===== src/rtl/tilt_angle_from_imu_core_defines.svh =====
// assertion helpers used by the core rtl
`ifndef TILT_ANGLE_FROM_IMU_CORE_DEFINES_SVH
`define TILT_ANGLE_FROM_IMU_CORE_DEFINES_SVH

// same-cycle implication
`define TAFI_ASSERT_NOW(label, clk, rst, ante, cons, msg) \
   label: assert property (@(posedge clk) disable iff (rst) (ante) |-> (cons)) else $error(msg);

// next-cycle implication
`define TAFI_ASSERT_NEXT(label, clk, rst, ante, cons, msg) \
   label: assert property (@(posedge clk) disable iff (rst) (ante) |=> (cons)) else $error(msg);

`endif


===== src/rtl/tafi_pkg.sv =====
package tafi_pkg;

   localparam int CORDIC_STEPS = 16;
   localparam int ATAN_ENTRIES = 24;
   localparam int CORDIC_ITERS = (CORDIC_STEPS > ATAN_ENTRIES) ? ATAN_ENTRIES : CORDIC_STEPS;

   localparam int SQRT_W = 62;
   localparam int ROOT_W = SQRT_W / 2;
   localparam int CX_W   = 34;
   localparam int Z_W    = 25;
   localparam int ACC_W  = 24;
   localparam int SQ_W   = 45;
   localparam int MUL_W  = 27;
   localparam int PROD_W = 2 * MUL_W;

   localparam int TILT_LIMIT     = 11520;
   localparam int TILT_HALF_TURN = 23040;

   // accel: floor((raw*624 + 5) / 10), biased positive, reciprocal 2^29/10
   localparam int ACC_SCALE  = 624;
   localparam int ACC_BIAS   = 5 + 10 * 4194304;
   localparam int ACC_UNBIAS = 4194304;
   localparam int RECIP10    = 53687092;
   // rate: floor((raw*56 + 25) / 50), reciprocal 2^29/50
   localparam int RATE_SCALE  = 56;
   localparam int RATE_BIAS   = 25 + 50 * 65536;
   localparam int RATE_UNBIAS = 65536;
   localparam int RECIP50     = 10737419;
   localparam int RECIP_SHIFT = 29;

   typedef enum logic [1:0] {
      CSR_OFFSET_X = 2'd0,
      CSR_OFFSET_Y = 2'd1,
      CSR_OFFSET_Z = 2'd2,
      CSR_PERIOD   = 2'd3
   } csr_index_type;

   typedef enum logic [4:0] {
      ST_IDLE, ST_M_AX, ST_M_AY, ST_M_AZ, ST_M_RX, ST_M_RY,
      ST_D_AX, ST_D_AY, ST_D_AZ, ST_D_RX, ST_D_RY,
      ST_SQ_X, ST_SQ_Y, ST_SQ_Z, ST_I_X, ST_I_Y, ST_I_END,
      ST_RY_GO, ST_RY_WAIT, ST_CY_GO, ST_CY_WAIT,
      ST_RX_GO, ST_RX_WAIT, ST_CX_GO, ST_CX_WAIT, ST_FOLD
   } state_type;

   function automatic logic [22:0] atan_entry(input logic [4:0] idx);
      logic [22:0] v;
      case (idx)
         5'd0:  v = 23'd2949120;
         5'd1:  v = 23'd1740967;
         5'd2:  v = 23'd919879;
         5'd3:  v = 23'd466945;
         5'd4:  v = 23'd234379;
         5'd5:  v = 23'd117304;
         5'd6:  v = 23'd58666;
         5'd7:  v = 23'd29335;
         5'd8:  v = 23'd14668;
         5'd9:  v = 23'd7334;
         5'd10: v = 23'd3667;
         5'd11: v = 23'd1833;
         5'd12: v = 23'd917;
         5'd13: v = 23'd458;
         5'd14: v = 23'd229;
         5'd15: v = 23'd115;
         5'd16: v = 23'd57;
         5'd17: v = 23'd29;
         5'd18: v = 23'd14;
         5'd19: v = 23'd7;
         5'd20: v = 23'd4;
         5'd21: v = 23'd2;
         5'd22: v = 23'd1;
         default: v = 23'd0;
      endcase
      return v;
   endfunction

endpackage


===== src/rtl/tafi_isqrt.sv =====
module tafi_isqrt (
   input  logic                          clock,
   input  logic                          reset,
   input  logic                          start,
   input  logic [tafi_pkg::SQRT_W-1:0]   value,
   output logic                          done,
   output logic [tafi_pkg::ROOT_W-1:0]   root
);
   import tafi_pkg::*;

   localparam int REM_W = ROOT_W + 3;

   logic [SQRT_W-1:0] val_ff;
   logic [REM_W-1:0]  rem_ff, rem_in, rem_sh, trial;
   logic [ROOT_W-1:0] root_ff, root_in;
   logic [4:0]        cnt_ff;
   logic              busy_ff;

   // one result bit per cycle, two radicand bits brought down
   always_comb begin
      rem_sh = {rem_ff[REM_W-3:0], val_ff[SQRT_W-1:SQRT_W-2]};
      trial  = {1'b0, root_ff, 2'b01};
      if (rem_sh >= trial) begin
         rem_in  = rem_sh - trial;
         root_in = {root_ff[ROOT_W-2:0], 1'b1};
      end else begin
         rem_in  = rem_sh;
         root_in = {root_ff[ROOT_W-2:0], 1'b0};
      end
   end

   always_ff @(posedge clock) begin
      if (reset) begin
         busy_ff <= 1'b0;
         cnt_ff  <= '0;
      end else if (start) begin
         busy_ff <= 1'b1;
         cnt_ff  <= '0;
      end else if (busy_ff) begin
         cnt_ff <= cnt_ff + 5'd1;
         if (cnt_ff == 5'(ROOT_W - 1)) busy_ff <= 1'b0;
      end
   end

   always_ff @(posedge clock) begin
      if (start) begin
         val_ff  <= value;
         rem_ff  <= '0;
         root_ff <= '0;
      end else if (busy_ff) begin
         val_ff  <= {val_ff[SQRT_W-3:0], 2'b00};
         rem_ff  <= rem_in;
         root_ff <= root_in;
      end
   end

   assign done = busy_ff && (cnt_ff == 5'(ROOT_W - 1));
   assign root = root_ff;

endmodule


===== src/rtl/tafi_cordic.sv =====
module tafi_cordic (
   input  logic                          clock,
   input  logic                          reset,
   input  logic                          start,
   input  logic signed [tafi_pkg::ACC_W-1:0] num,
   input  logic [tafi_pkg::ROOT_W-1:0]   den,
   output logic                          done,
   output logic signed [15:0]            tilt
);
   import tafi_pkg::*;

   logic signed [CX_W-1:0] x_ff, y_ff, dx, dy;
   logic signed [Z_W-1:0]  z_ff, ang, zr;
   logic [4:0]             cnt_ff;
   logic                   busy_ff, done_ff, zero_ff, lim_ff, neg_ff;

   always_comb begin
      dx  = y_ff >>> cnt_ff;
      dy  = x_ff >>> cnt_ff;
      ang = Z_W'(atan_entry(cnt_ff));
      zr  = (z_ff + Z_W'(256)) >>> 9;
      if (zero_ff) begin
         tilt = '0;
      end else if (lim_ff) begin
         tilt = neg_ff ? -16'(TILT_LIMIT) : 16'(TILT_LIMIT);
      end else if (zr > Z_W'(TILT_LIMIT)) begin
         tilt = 16'(TILT_LIMIT);
      end else if (zr < -Z_W'(TILT_LIMIT)) begin
         tilt = -16'(TILT_LIMIT);
      end else begin
         tilt = 16'(zr);
      end
   end

   always_ff @(posedge clock) begin
      if (reset) begin
         busy_ff <= 1'b0;
         done_ff <= 1'b0;
         cnt_ff  <= '0;
      end else if (start) begin
         busy_ff <= !(num == '0 || den == '0);
         done_ff <= (num == '0 || den == '0);
         cnt_ff  <= '0;
      end else if (busy_ff) begin
         cnt_ff <= cnt_ff + 5'd1;
         if (cnt_ff == 5'(CORDIC_ITERS - 1)) begin
            busy_ff <= 1'b0;
            done_ff <= 1'b1;
         end
      end else begin
         done_ff <= 1'b0;
      end
   end

   always_ff @(posedge clock) begin
      if (start) begin
         x_ff    <= CX_W'(den);
         y_ff    <= CX_W'(num) <<< 8;
         z_ff    <= '0;
         zero_ff <= (num == '0);
         lim_ff  <= (den == '0);
         neg_ff  <= num[ACC_W-1];
      end else if (busy_ff) begin
         // rotate towards the x axis
         if (!y_ff[CX_W-1]) begin
            x_ff <= x_ff + dx;
            y_ff <= y_ff - dy;
            z_ff <= z_ff + ang;
         end else begin
            x_ff <= x_ff - dx;
            y_ff <= y_ff + dy;
            z_ff <= z_ff - ang;
         end
      end
   end

   assign done = done_ff;

endmodule


===== src/rtl/tilt_angle_from_imu_core.sv =====
// channel   dir  handshake              payload
// req       in   req_tvalid/req_tready  req_tdata[79:0]: raw accel x,y,z, gyro x,y
// rsp       out  rsp_tvalid/rsp_tready  rsp_tdata[135:0]: tilts, rates, gyro angles
// csr       in   csr_valid/csr_ready    csr_index[1:0], csr_data[15:0]
// a word holds the block from accept to the next ready, set by the bit-serial square root and
// cordic loops, each run once per tilt; no new word is taken before the last one is finished
// a tilt with a zero numerator or zero root skips its cordic loop
// one shared multiplier does scaling, division by reciprocal, squares and integration
// reset is synchronous; offsets and period return to their defaults, accumulators to zero
// req_tready is high only while idle; a finished word waits in the fold state while the
// output register holds an untaken word
module tilt_angle_from_imu_core (
   input  logic         clock,
   input  logic         reset,
   input  logic         req_tvalid,
   output logic         req_tready,
   // accel_x_raw, accel_y_raw, accel_z_raw, gyro_x_raw, gyro_y_raw
   input  logic [79:0]  req_tdata,
   output logic         rsp_tvalid,
   input  logic         rsp_tready,
   // tilt_x, tilt_y, rate_x, rate_y, gyro_angle_x, gyro_angle_y, zero fill
   output logic [135:0] rsp_tdata,
   input  logic         csr_valid,
   output logic         csr_ready,
   input  logic [1:0]   csr_index,
   input  logic [15:0]  csr_data
);
   import tafi_pkg::*;
   `include "tilt_angle_from_imu_core_defines.svh"

   state_type state_ff, state_in;

   logic signed [15:0] raw_ax_ff, raw_ay_ff, raw_az_ff, raw_gx_ff, raw_gy_ff;
   logic signed [15:0] off_x_ff, off_y_ff, off_z_ff;
   logic [15:0]        period_ff;

   logic signed [MUL_W-1:0]  mul_a, mul_b;
   logic signed [PROD_W-1:0] p_ff;

   logic signed [MUL_W-1:0] nx_ff, ny_ff, nz_ff, nrx_ff, nry_ff;
   logic signed [ACC_W-1:0] ax_ff, ay_ff, az_ff;
   logic signed [16:0]      rx_ff, ry_ff;
   logic [SQ_W-1:0]         sqx_ff, sqy_ff, sqz_ff;
   logic signed [31:0]      acc_x_ff, acc_y_ff, acc_sat;
   logic signed [15:0]      tx_ff, ty_ff;

   logic signed [ACC_W+1:0] acc_conv;
   logic signed [16:0]      rate_conv;
   logic signed [33:0]      delta;
   logic signed [34:0]      acc_sum;
   logic signed [31:0]      acc_sel;

   logic                    sqrt_start, sqrt_done, cor_start, cor_done;
   logic [SQRT_W-1:0]       sqrt_val;
   logic [ROOT_W-1:0]       root;
   logic signed [ACC_W-1:0] cor_num;
   logic signed [15:0]      cor_tilt;

   logic signed [16:0] abs_tx, abs_ty, m_x, m_y, fold_x, fold_y;
   logic signed [15:0] fin_x, fin_y;

   logic         out_valid_ff;
   logic [135:0] out_data_ff;
   logic         out_free;

   assign out_free   = !out_valid_ff || rsp_tready;
   assign req_tready = (state_ff == ST_IDLE);
   assign rsp_tvalid = out_valid_ff;
   assign rsp_tdata  = out_data_ff;
   assign csr_ready  = 1'b1;

   // ---------------- next state
   always_comb begin
      state_in = state_ff;
      case (state_ff)
         ST_IDLE:    if (req_tvalid) state_in = ST_M_AX;
         ST_M_AX:    state_in = ST_M_AY;
         ST_M_AY:    state_in = ST_M_AZ;
         ST_M_AZ:    state_in = ST_M_RX;
         ST_M_RX:    state_in = ST_M_RY;
         ST_M_RY:    state_in = ST_D_AX;
         ST_D_AX:    state_in = ST_D_AY;
         ST_D_AY:    state_in = ST_D_AZ;
         ST_D_AZ:    state_in = ST_D_RX;
         ST_D_RX:    state_in = ST_D_RY;
         ST_D_RY:    state_in = ST_SQ_X;
         ST_SQ_X:    state_in = ST_SQ_Y;
         ST_SQ_Y:    state_in = ST_SQ_Z;
         ST_SQ_Z:    state_in = ST_I_X;
         ST_I_X:     state_in = ST_I_Y;
         ST_I_Y:     state_in = ST_I_END;
         ST_I_END:   state_in = ST_RY_GO;
         ST_RY_GO:   state_in = ST_RY_WAIT;
         ST_RY_WAIT: if (sqrt_done) state_in = ST_CY_GO;
         ST_CY_GO:   state_in = ST_CY_WAIT;
         ST_CY_WAIT: if (cor_done) state_in = ST_RX_GO;
         ST_RX_GO:   state_in = ST_RX_WAIT;
         ST_RX_WAIT: if (sqrt_done) state_in = ST_CX_GO;
         ST_CX_GO:   state_in = ST_CX_WAIT;
         ST_CX_WAIT: if (cor_done) state_in = ST_FOLD;
         ST_FOLD:    if (out_free) state_in = ST_IDLE;
         default:    state_in = ST_IDLE;
      endcase
   end

   // ---------------- unit controls
   always_comb begin
      mul_a      = '0;
      mul_b      = '0;
      sqrt_start = 1'b0;
      cor_start  = 1'b0;
      sqrt_val   = SQRT_W'({sqz_ff + sqy_ff, 16'd0});
      cor_num    = ax_ff;
      case (state_ff)
         ST_M_AX: begin mul_a = -MUL_W'(raw_ax_ff); mul_b = MUL_W'(ACC_SCALE); end
         ST_M_AY: begin mul_a = MUL_W'(raw_ay_ff);  mul_b = MUL_W'(ACC_SCALE); end
         ST_M_AZ: begin mul_a = MUL_W'(raw_az_ff);  mul_b = MUL_W'(ACC_SCALE); end
         ST_M_RX: begin mul_a = MUL_W'(raw_gx_ff);  mul_b = MUL_W'(RATE_SCALE); end
         ST_M_RY: begin mul_a = MUL_W'(raw_gy_ff);  mul_b = MUL_W'(RATE_SCALE); end
         ST_D_AX: begin mul_a = nx_ff;  mul_b = MUL_W'(RECIP10); end
         ST_D_AY: begin mul_a = ny_ff;  mul_b = MUL_W'(RECIP10); end
         ST_D_AZ: begin mul_a = nz_ff;  mul_b = MUL_W'(RECIP10); end
         ST_D_RX: begin mul_a = nrx_ff; mul_b = MUL_W'(RECIP50); end
         ST_D_RY: begin mul_a = nry_ff; mul_b = MUL_W'(RECIP50); end
         ST_SQ_X: begin mul_a = MUL_W'(ax_ff); mul_b = MUL_W'(ax_ff); end
         ST_SQ_Y: begin mul_a = MUL_W'(ay_ff); mul_b = MUL_W'(ay_ff); end
         ST_SQ_Z: begin mul_a = MUL_W'(az_ff); mul_b = MUL_W'(az_ff); end
         ST_I_X:  begin mul_a = MUL_W'(rx_ff); mul_b = MUL_W'({1'b0, period_ff}); end
         ST_I_Y:  begin mul_a = MUL_W'(ry_ff); mul_b = MUL_W'({1'b0, period_ff}); end
         ST_RY_GO: sqrt_start = 1'b1;
         ST_CY_GO: cor_start = 1'b1;
         ST_RX_GO: begin
            sqrt_start = 1'b1;
            sqrt_val   = SQRT_W'({sqz_ff + sqx_ff, 16'd0});
         end
         ST_CX_GO: begin
            cor_start = 1'b1;
            cor_num   = ay_ff;
         end
         default: ;
      endcase
   end

   // ---------------- datapath helpers
   always_comb begin
      acc_conv  = $signed({2'b00, p_ff[RECIP_SHIFT+ACC_W-1:RECIP_SHIFT]})
                  - (ACC_W+2)'(ACC_UNBIAS);
      rate_conv = 17'($signed({1'b0, p_ff[RECIP_SHIFT+23:RECIP_SHIFT]})
                  - 25'(RATE_UNBIAS));
      delta     = ($signed(p_ff[33:0]) + 34'sd8) >>> 4;
      acc_sel   = (state_ff == ST_I_Y) ? acc_x_ff : acc_y_ff;
      acc_sum   = 35'(acc_sel) + 35'(delta);
      if (acc_sum > 35'sh7FFFFFFF) begin
         acc_sat = 32'sh7FFFFFFF;
      end else if (acc_sum < -35'sh80000000) begin
         acc_sat = 32'sh80000000;
      end else begin
         acc_sat = 32'(acc_sum);
      end
   end

   // fold past the quarter turn when z points down
   always_comb begin
      abs_tx = tx_ff[15] ? -17'(tx_ff) : 17'(tx_ff);
      abs_ty = ty_ff[15] ? -17'(ty_ff) : 17'(ty_ff);
      m_y    = 17'(TILT_HALF_TURN) - (abs_tx <<< 1);
      m_x    = 17'(TILT_HALF_TURN) - (abs_ty <<< 1);
      fold_y = ty_ff[15] ? (-17'(ty_ff) - m_y) : (m_y - 17'(ty_ff));
      fold_x = tx_ff[15] ? (-17'(tx_ff) - m_x) : (m_x - 17'(tx_ff));
      fin_x  = az_ff[ACC_W-1] ? 16'(fold_x) : tx_ff;
      fin_y  = az_ff[ACC_W-1] ? 16'(fold_y) : ty_ff;
   end

   // ---------------- registers
   always_ff @(posedge clock) begin
      if (reset) begin
         state_ff <= ST_IDLE;
      end else begin
         state_ff <= state_in;
      end
   end

   always_ff @(posedge clock) begin
      if (reset) begin
         off_x_ff  <= 16'sd985;
         off_y_ff  <= 16'sd221;
         off_z_ff  <= 16'sd1615;
         period_ff <= 16'd1311;
      end else if (csr_valid) begin
         case (csr_index)
            CSR_OFFSET_X: off_x_ff  <= csr_data;
            CSR_OFFSET_Y: off_y_ff  <= csr_data;
            CSR_OFFSET_Z: off_z_ff  <= csr_data;
            CSR_PERIOD:   period_ff <= csr_data;
            default: ;
         endcase
      end
   end

   always_ff @(posedge clock) begin
      if (reset) begin
         acc_x_ff <= '0;
         acc_y_ff <= '0;
      end else if (state_ff == ST_I_Y) begin
         acc_x_ff <= acc_sat;
      end else if (state_ff == ST_I_END) begin
         acc_y_ff <= acc_sat;
      end
   end

   always_ff @(posedge clock) begin
      p_ff <= mul_a * mul_b;
      case (state_ff)
         ST_IDLE: begin
            raw_ax_ff <= req_tdata[15:0];
            raw_ay_ff <= req_tdata[31:16];
            raw_az_ff <= req_tdata[47:32];
            raw_gx_ff <= req_tdata[63:48];
            raw_gy_ff <= req_tdata[79:64];
         end
         ST_M_AY: nx_ff  <= MUL_W'(p_ff) + MUL_W'(ACC_BIAS);
         ST_M_AZ: ny_ff  <= MUL_W'(p_ff) + MUL_W'(ACC_BIAS);
         ST_M_RX: nz_ff  <= MUL_W'(p_ff) + MUL_W'(ACC_BIAS);
         ST_M_RY: nrx_ff <= MUL_W'(p_ff) + MUL_W'(RATE_BIAS);
         ST_D_AX: nry_ff <= MUL_W'(p_ff) + MUL_W'(RATE_BIAS);
         ST_D_AY: ax_ff  <= ACC_W'(acc_conv + (ACC_W+2)'(off_x_ff));
         ST_D_AZ: ay_ff  <= ACC_W'(acc_conv + (ACC_W+2)'(off_y_ff));
         ST_D_RX: az_ff  <= ACC_W'(acc_conv + (ACC_W+2)'(off_z_ff));
         ST_D_RY: rx_ff  <= rate_conv;
         ST_SQ_X: ry_ff  <= rate_conv;
         ST_SQ_Y: sqx_ff <= p_ff[SQ_W-1:0];
         ST_SQ_Z: sqy_ff <= p_ff[SQ_W-1:0];
         ST_I_X:  sqz_ff <= p_ff[SQ_W-1:0];
         ST_CY_WAIT: if (cor_done) ty_ff <= cor_tilt;
         ST_CX_WAIT: if (cor_done) tx_ff <= cor_tilt;
         default: ;
      endcase
   end

   always_ff @(posedge clock) begin
      if (reset) begin
         out_valid_ff <= 1'b0;
      end else if (state_ff == ST_FOLD && out_free) begin
         out_valid_ff <= 1'b1;
      end else if (rsp_tready) begin
         out_valid_ff <= 1'b0;
      end
   end

   always_ff @(posedge clock) begin
      if (state_ff == ST_FOLD && out_free) begin
         out_data_ff <= {6'd0, acc_y_ff, acc_x_ff, ry_ff, rx_ff, fin_y, fin_x};
      end
   end

   tafi_isqrt u_isqrt (
      .clock (clock),
      .reset (reset),
      .start (sqrt_start),
      .value (sqrt_val),
      .done  (sqrt_done),
      .root  (root)
   );

   tafi_cordic u_cordic (
      .clock (clock),
      .reset (reset),
      .start (cor_start),
      .num   (cor_num),
      .den   (root),
      .done  (cor_done),
      .tilt  (cor_tilt)
   );

   `TAFI_ASSERT_NEXT(a_busy_after_accept, clock, reset, req_tvalid && req_tready, !req_tready,
      "input accepted while a word is in flight")
   `TAFI_ASSERT_NEXT(a_acc_x_only_in_update, clock, reset, state_ff != ST_I_Y,
      $stable(acc_x_ff), "gyro x angle moved outside its update step")
   `TAFI_ASSERT_NEXT(a_zero_period_holds, clock, reset,
      state_ff == ST_I_Y && period_ff == 16'd0, $stable(acc_x_ff),
      "gyro x angle moved with zero period")
   `TAFI_ASSERT_NOW(a_fold_waits, clock, reset,
      state_ff == ST_FOLD && out_valid_ff && !rsp_tready, state_in == ST_FOLD,
      "result overwrote an untaken word")

endmodule


===== config.mk =====
export PLATFORM = sky130hd
export DESIGN_NAME = tilt_angle_from_imu_core
export DESIGN_NICKNAME = d
export VERILOG_FILES = /design/src/rtl/tafi_pkg.sv /design/src/rtl/tafi_isqrt.sv /design/src/rtl/tafi_cordic.sv /design/src/rtl/tilt_angle_from_imu_core.sv
export VERILOG_INCLUDE_DIRS = /design/src /design/src/rtl
export SDC_FILE = /design/constraint.sdc
export NUM_CORES = 2
export LEC_CHECK = 0
export CAP_MARGIN = 20
export CELL_PAD_IN_SITES_DETAIL_PLACEMENT = 1
export CELL_PAD_IN_SITES_GLOBAL_PLACEMENT = 1
export CORE_MARGIN = 3
export CORE_UTILIZATION = 53
export CTS_BUF_LIST = sky130_fd_sc_hd__clkbuf_4 sky130_fd_sc_hd__clkbuf_8
export DETAILED_ROUTE_END_ITERATION = 7
export DONT_BUFFER_PORTS = 1
export GPL_TIMING_DRIVEN = 0
export PLACE_DENSITY_LB_ADDON = 0.1
export REMOVE_ABC_BUFFERS = 1
export SYNTH_ARGS = -nofsm -noshare
export SYNTH_HDL_FRONTEND = slang
export SYNTH_SLANG_ARGS = --single-unit

===== constraint.sdc =====
create_clock -name clock -period 11.2 [get_ports clock]
set_input_delay 0.56 -clock clock [delete_from_list [all_inputs] [get_ports clock]]
set_output_delay 0.56 -clock clock [all_outputs]
set_load 0.005 [all_outputs]

==> flow_metrics.tcl <==
set metrics [dict create \
    outcome "complete, no violations" \
    p_sw_frac 0.415 \
    maxSlewViolCount 0 \
    crit_family "adder cells" \
    critPathBufInv 6 \
    post_drt_wl_per_cell_um 27.4 \
    drc_errors 0 \
    critPathArrivalTime_ps 11840 \
    grt_usage 0.369 \
    placement.io_buffers 0 \
    core_um2 167000 \
    use_met2 0.628 \
    grt_pass1_wl_um 488000 \
    pre_cts_ws_ps -1900 \
    cts_tree "done" \
    fp.dieW_um 417 \
    ys_ff_latch 1045 \
    p_switching_w 0.00639 \
    syn_area_um2 89400 \
    wl_um 323000 \
    overflow 0 \
    finalCriticalPeriod_ps 11090 \
    postSynthCellCount 9372 \
    pwr-share-comb 0.405 \
    path_common_cell "fa_1" \
    start_util 0.534 \
    ys_seq_area_frac 0.315 \
    maxSlewHeadroom 0.0773 \
    drtIter0Drc 6142 \
    worstHoldPathType "in -> reg" \
    period_share 0.990 \
    grt_use_met1 0.428 \
    dp_hpwl_um 244000 \
    antenna_found_initial 10 \
    htreeDepth 4 \
    intPower_w 0.00902 \
    endpoint_kind "register" \
    seq_power_share 0.346 \
    place_congestion 0.969 \
    min_delay_path_depth 4 \
    start_kind "register" \
    syn2layout_area_growth_pct 9.95 \
    rows 150 \
    synth.distinct_cells 105 \
    drt_pass1_iterations 6 \
    syn_area_per_cell_um2 9.54 \
    rr_worst_depth 31 \
    leakage_nw 41.6 \
    viasPerCell 6.23 \
    multi_input_area_um2 55800 \
    clockPowerShare 0.248 \
    cts.sinks 1045 \
    die_h_um 417 \
    fmax_ghz 0.0902 \
    top_usage_layer "met2" \
    setup_tns_ps 0 \
    ir_drop_uv 137 \
    instances_no_fill 11756 \
    design.die.area_um2 174000 \
    cp_max_fo 32 \
    vias 73196 \
    path_depth 31 \
    grt_max_degree 146 \
    cpMaxStageDelayCell "a221oi_1" \
    finalSetupViolCount 0 \
    worst_slew_pin_slew_ps 1380 \
    cts_buffers 181 \
    clk_pin_slew_ps 60 \
    setup_slack_ps 111 \
    cts_buffer_depth 3 \
    async_flop_share 0 \
    synth_edf_count 724 \
    grt_pass1_vias 79369 \
    cp.required_ps 11950 \
    place_inst 11271 \
    hold_viol 0 \
    ys.flop_type "edfxtp_1" \
    regArea_um2 28200 \
    fin_skew_ps 94.7 \
    power_w 0.0154 \
    critPathKind "reg -> reg" \
    fillers 18622 \
    clk_latency_ps 950 \
    root_buffer "clkbuf_8" \
    cap_violations 0 \
    yosys_warnings 0 \
    layout.nets 10759 \
    grt_use_met3 0.0703 \
    drive_above_1_share 0.0832 \
    power_density_nw_per_um2 157 \
    io_pins 242 \
    antenna_left 0 \
    cpPeakStageDelay_ps 790 \
]
worst paths after layout:
kind / slack [ps] / endpoint / start
worst max-delay path: 110 / p_ff[52]$_DFF_P_ / state_ff[1]$_SDFFE_PP0P_
worst min-delay path: 40 / off_z_ff[13]$_SDFFE_PP0P_ / csr_index[1]
worst max register to register: 110 / p_ff[52]$_DFF_P_ / state_ff[1]$_SDFFE_PP0P_
worst min register to register: 450 / rsp_tdata[74]$_DFFE_PP_ / acc_x_ff[8]$_SDFFE_PP0P_
through the flow:
stage	util	hold slack [ps]	cell area, µm²
floorplan	-	408	87700
global placement	0.540	436	90400
detailed placement	0.554	438	92800
CTS	0.584	1.28	97800
global route	0.587	7.57	98300
finish	0.587	40.1	98300
cell families (layout without fill, tap and decap cells):
kind of cell | after synthesis | in the layout | synth area share
simple gates | 2850 | 2853 | 0.142
compound gates | 1751 | 1751 | 0.127
buf+inv | 1547 | 1707 | 0.0668
fa+ha+maj | 1285 | 1285 | 0.243
flops | 1045 | 1045 | 0.315
xor+xnor | 569 | 569 | 0.0559
mux | 323 | 323 | 0.0500
other cells | 2 | 19 | 0.0000840
worst register-to-register path, delay by kind of cell (launching register included):
| family | cells | cell delay [ps] |
|---|---|---|
| XOR/XNOR | 1 | 150 |
| flip-flops | 1 | 540 |
| adder cells (fa/ha/maj) | 8 | 3620 |
| buffers and inverters | 6 | 600 |
| AND/OR/NAND/NOR | 9 | 2370 |
| AO/OA/AOI/OAI | 7 | 3650 |
sequential cells by signal (all words and copies together), names as in the netlist, 17 cells and up:
name and count:
u_cordic.y_ff 34, u_isqrt.root 31, sqy_ff 45, nx_ff 27, ax_ff 24, p_ff 53
nrx_ff 27, az_ff 24, acc_x_ff 32, sqz_ff 45, ry_ff 17, sqx_ff 45
rx_ff 17, nz_ff 27, u_cordic.z_ff 25, ny_ff 27, u_cordic.ang 22, ay_ff 24
acc_y_ff 32, u_isqrt.rem_ff 32, u_cordic.x_ff 34, nry_ff 27, u_isqrt.val_ff 46, rsp_tdata 130
layout make-up:
type,count,area share
flip-flops and latches,1045,0.287
inverters,1131,0.0433
diodes,9,0.000229
multi-input cells,6791,0.568
clock buffers,257,0.0326
repair buffers,239,0.0340
well taps,2204,0.0281
clock inverters,80,0.00670
layout by cell type, fill, tap and decap left out, types with 48 or more instances in the layout:
master         Yosys  routed
o22ai_1           48      48
dfxtp_1          321     309
nor3_1           144     139
inv_1           1124    1121
clkbuf_8           0     204
ha_1             506     505
nand3_1          132     129
a21oi_1          485     482
a31oi_1           54      53
nand2b_1          98      94
xnor2_1          390     390
nor2b_1           64      63
a21o_1           141     141
fa_1             761     761
mux2i_1          164     164
mux4_2            92      92
a211oi_1         117     107
and2_1            58      53
dlygate4sd3_1      0     101
a22oi_1           91      91
edfxtp_1         724     724
o21ai_0          335     334
mux2_2            64      64
clkbuf_4           0      53
o21a_1            72      72
and3_1            74      70
nand2_1         1060    1052
xor2_1           178     178
nor2_1           968     943
synth_stat cells, types with 35 or more instances:
library cell / number / area (µm²)
a21o_1: 141 / 1060
ha_1: 506 / 6330
o21ai_0: 335 / 1680
a22oi_1: 91 / 683
or3_1: 40 / 250
a211oi_1: 117 / 878
inv_1: 1124 / 4220
a31oi_1: 54 / 338
clkbuf_1: 335 / 1260
fa_1: 761 / 15200
nor4_1: 35 / 219
nand3_1: 132 / 661
dfxtp_1: 321 / 6430
mux4_2: 92 / 2070
nor2b_1: 64 / 400
nand4_1: 40 / 250
a21oi_1: 485 / 2430
o21bai_1: 39 / 293
xor2_1: 178 / 1560
o21a_1: 72 / 541
nand2b_1: 98 / 613
mux2i_1: 164 / 1640
nand2_1: 1060 / 3980
o22ai_1: 48 / 300
nor2_1: 968 / 3630
edfxtp_1: 724 / 21700
and2_1: 58 / 363
xnor2_1: 390 / 3420
and3_1: 74 / 463
nand3b_1: 41 / 308
nor3_1: 144 / 721
mux2_2: 64 / 721
timing repair:
item,4_1_cts,5_1_grt
pin swaps,6,8
gates resized for setup,36,30
gates cloned,2,1
hold endpoints to repair,223,3
hold buffers,101,1
buffers inserted,5,17
endpoints found under the setup margin,26,16
routing by layer:
layer  routed length, µm  vias up
met5                  62        -
met4               24100        6
met3               23200      951
met2              157000     3075
met1              118000    37202
li1                    -    31962
power by group through the flow:
stage | Combinational (W) | Sequential [W] | Clock [W]
final | 0.00625 | 0.00534 | 0.00383
after global routing | 0.00687 | 0.00534 | 0.00404
after CTS | 0.00610 | 0.00530 | 0.00383
after detailed placement | 0.00600 | 0.00537 | 0
after global placement | 0.00558 | 0.00539 | 0
after floorplan | 0.00415 | 0.00504 | 0
No activity file was read; power rests on OpenSTA's default activity.
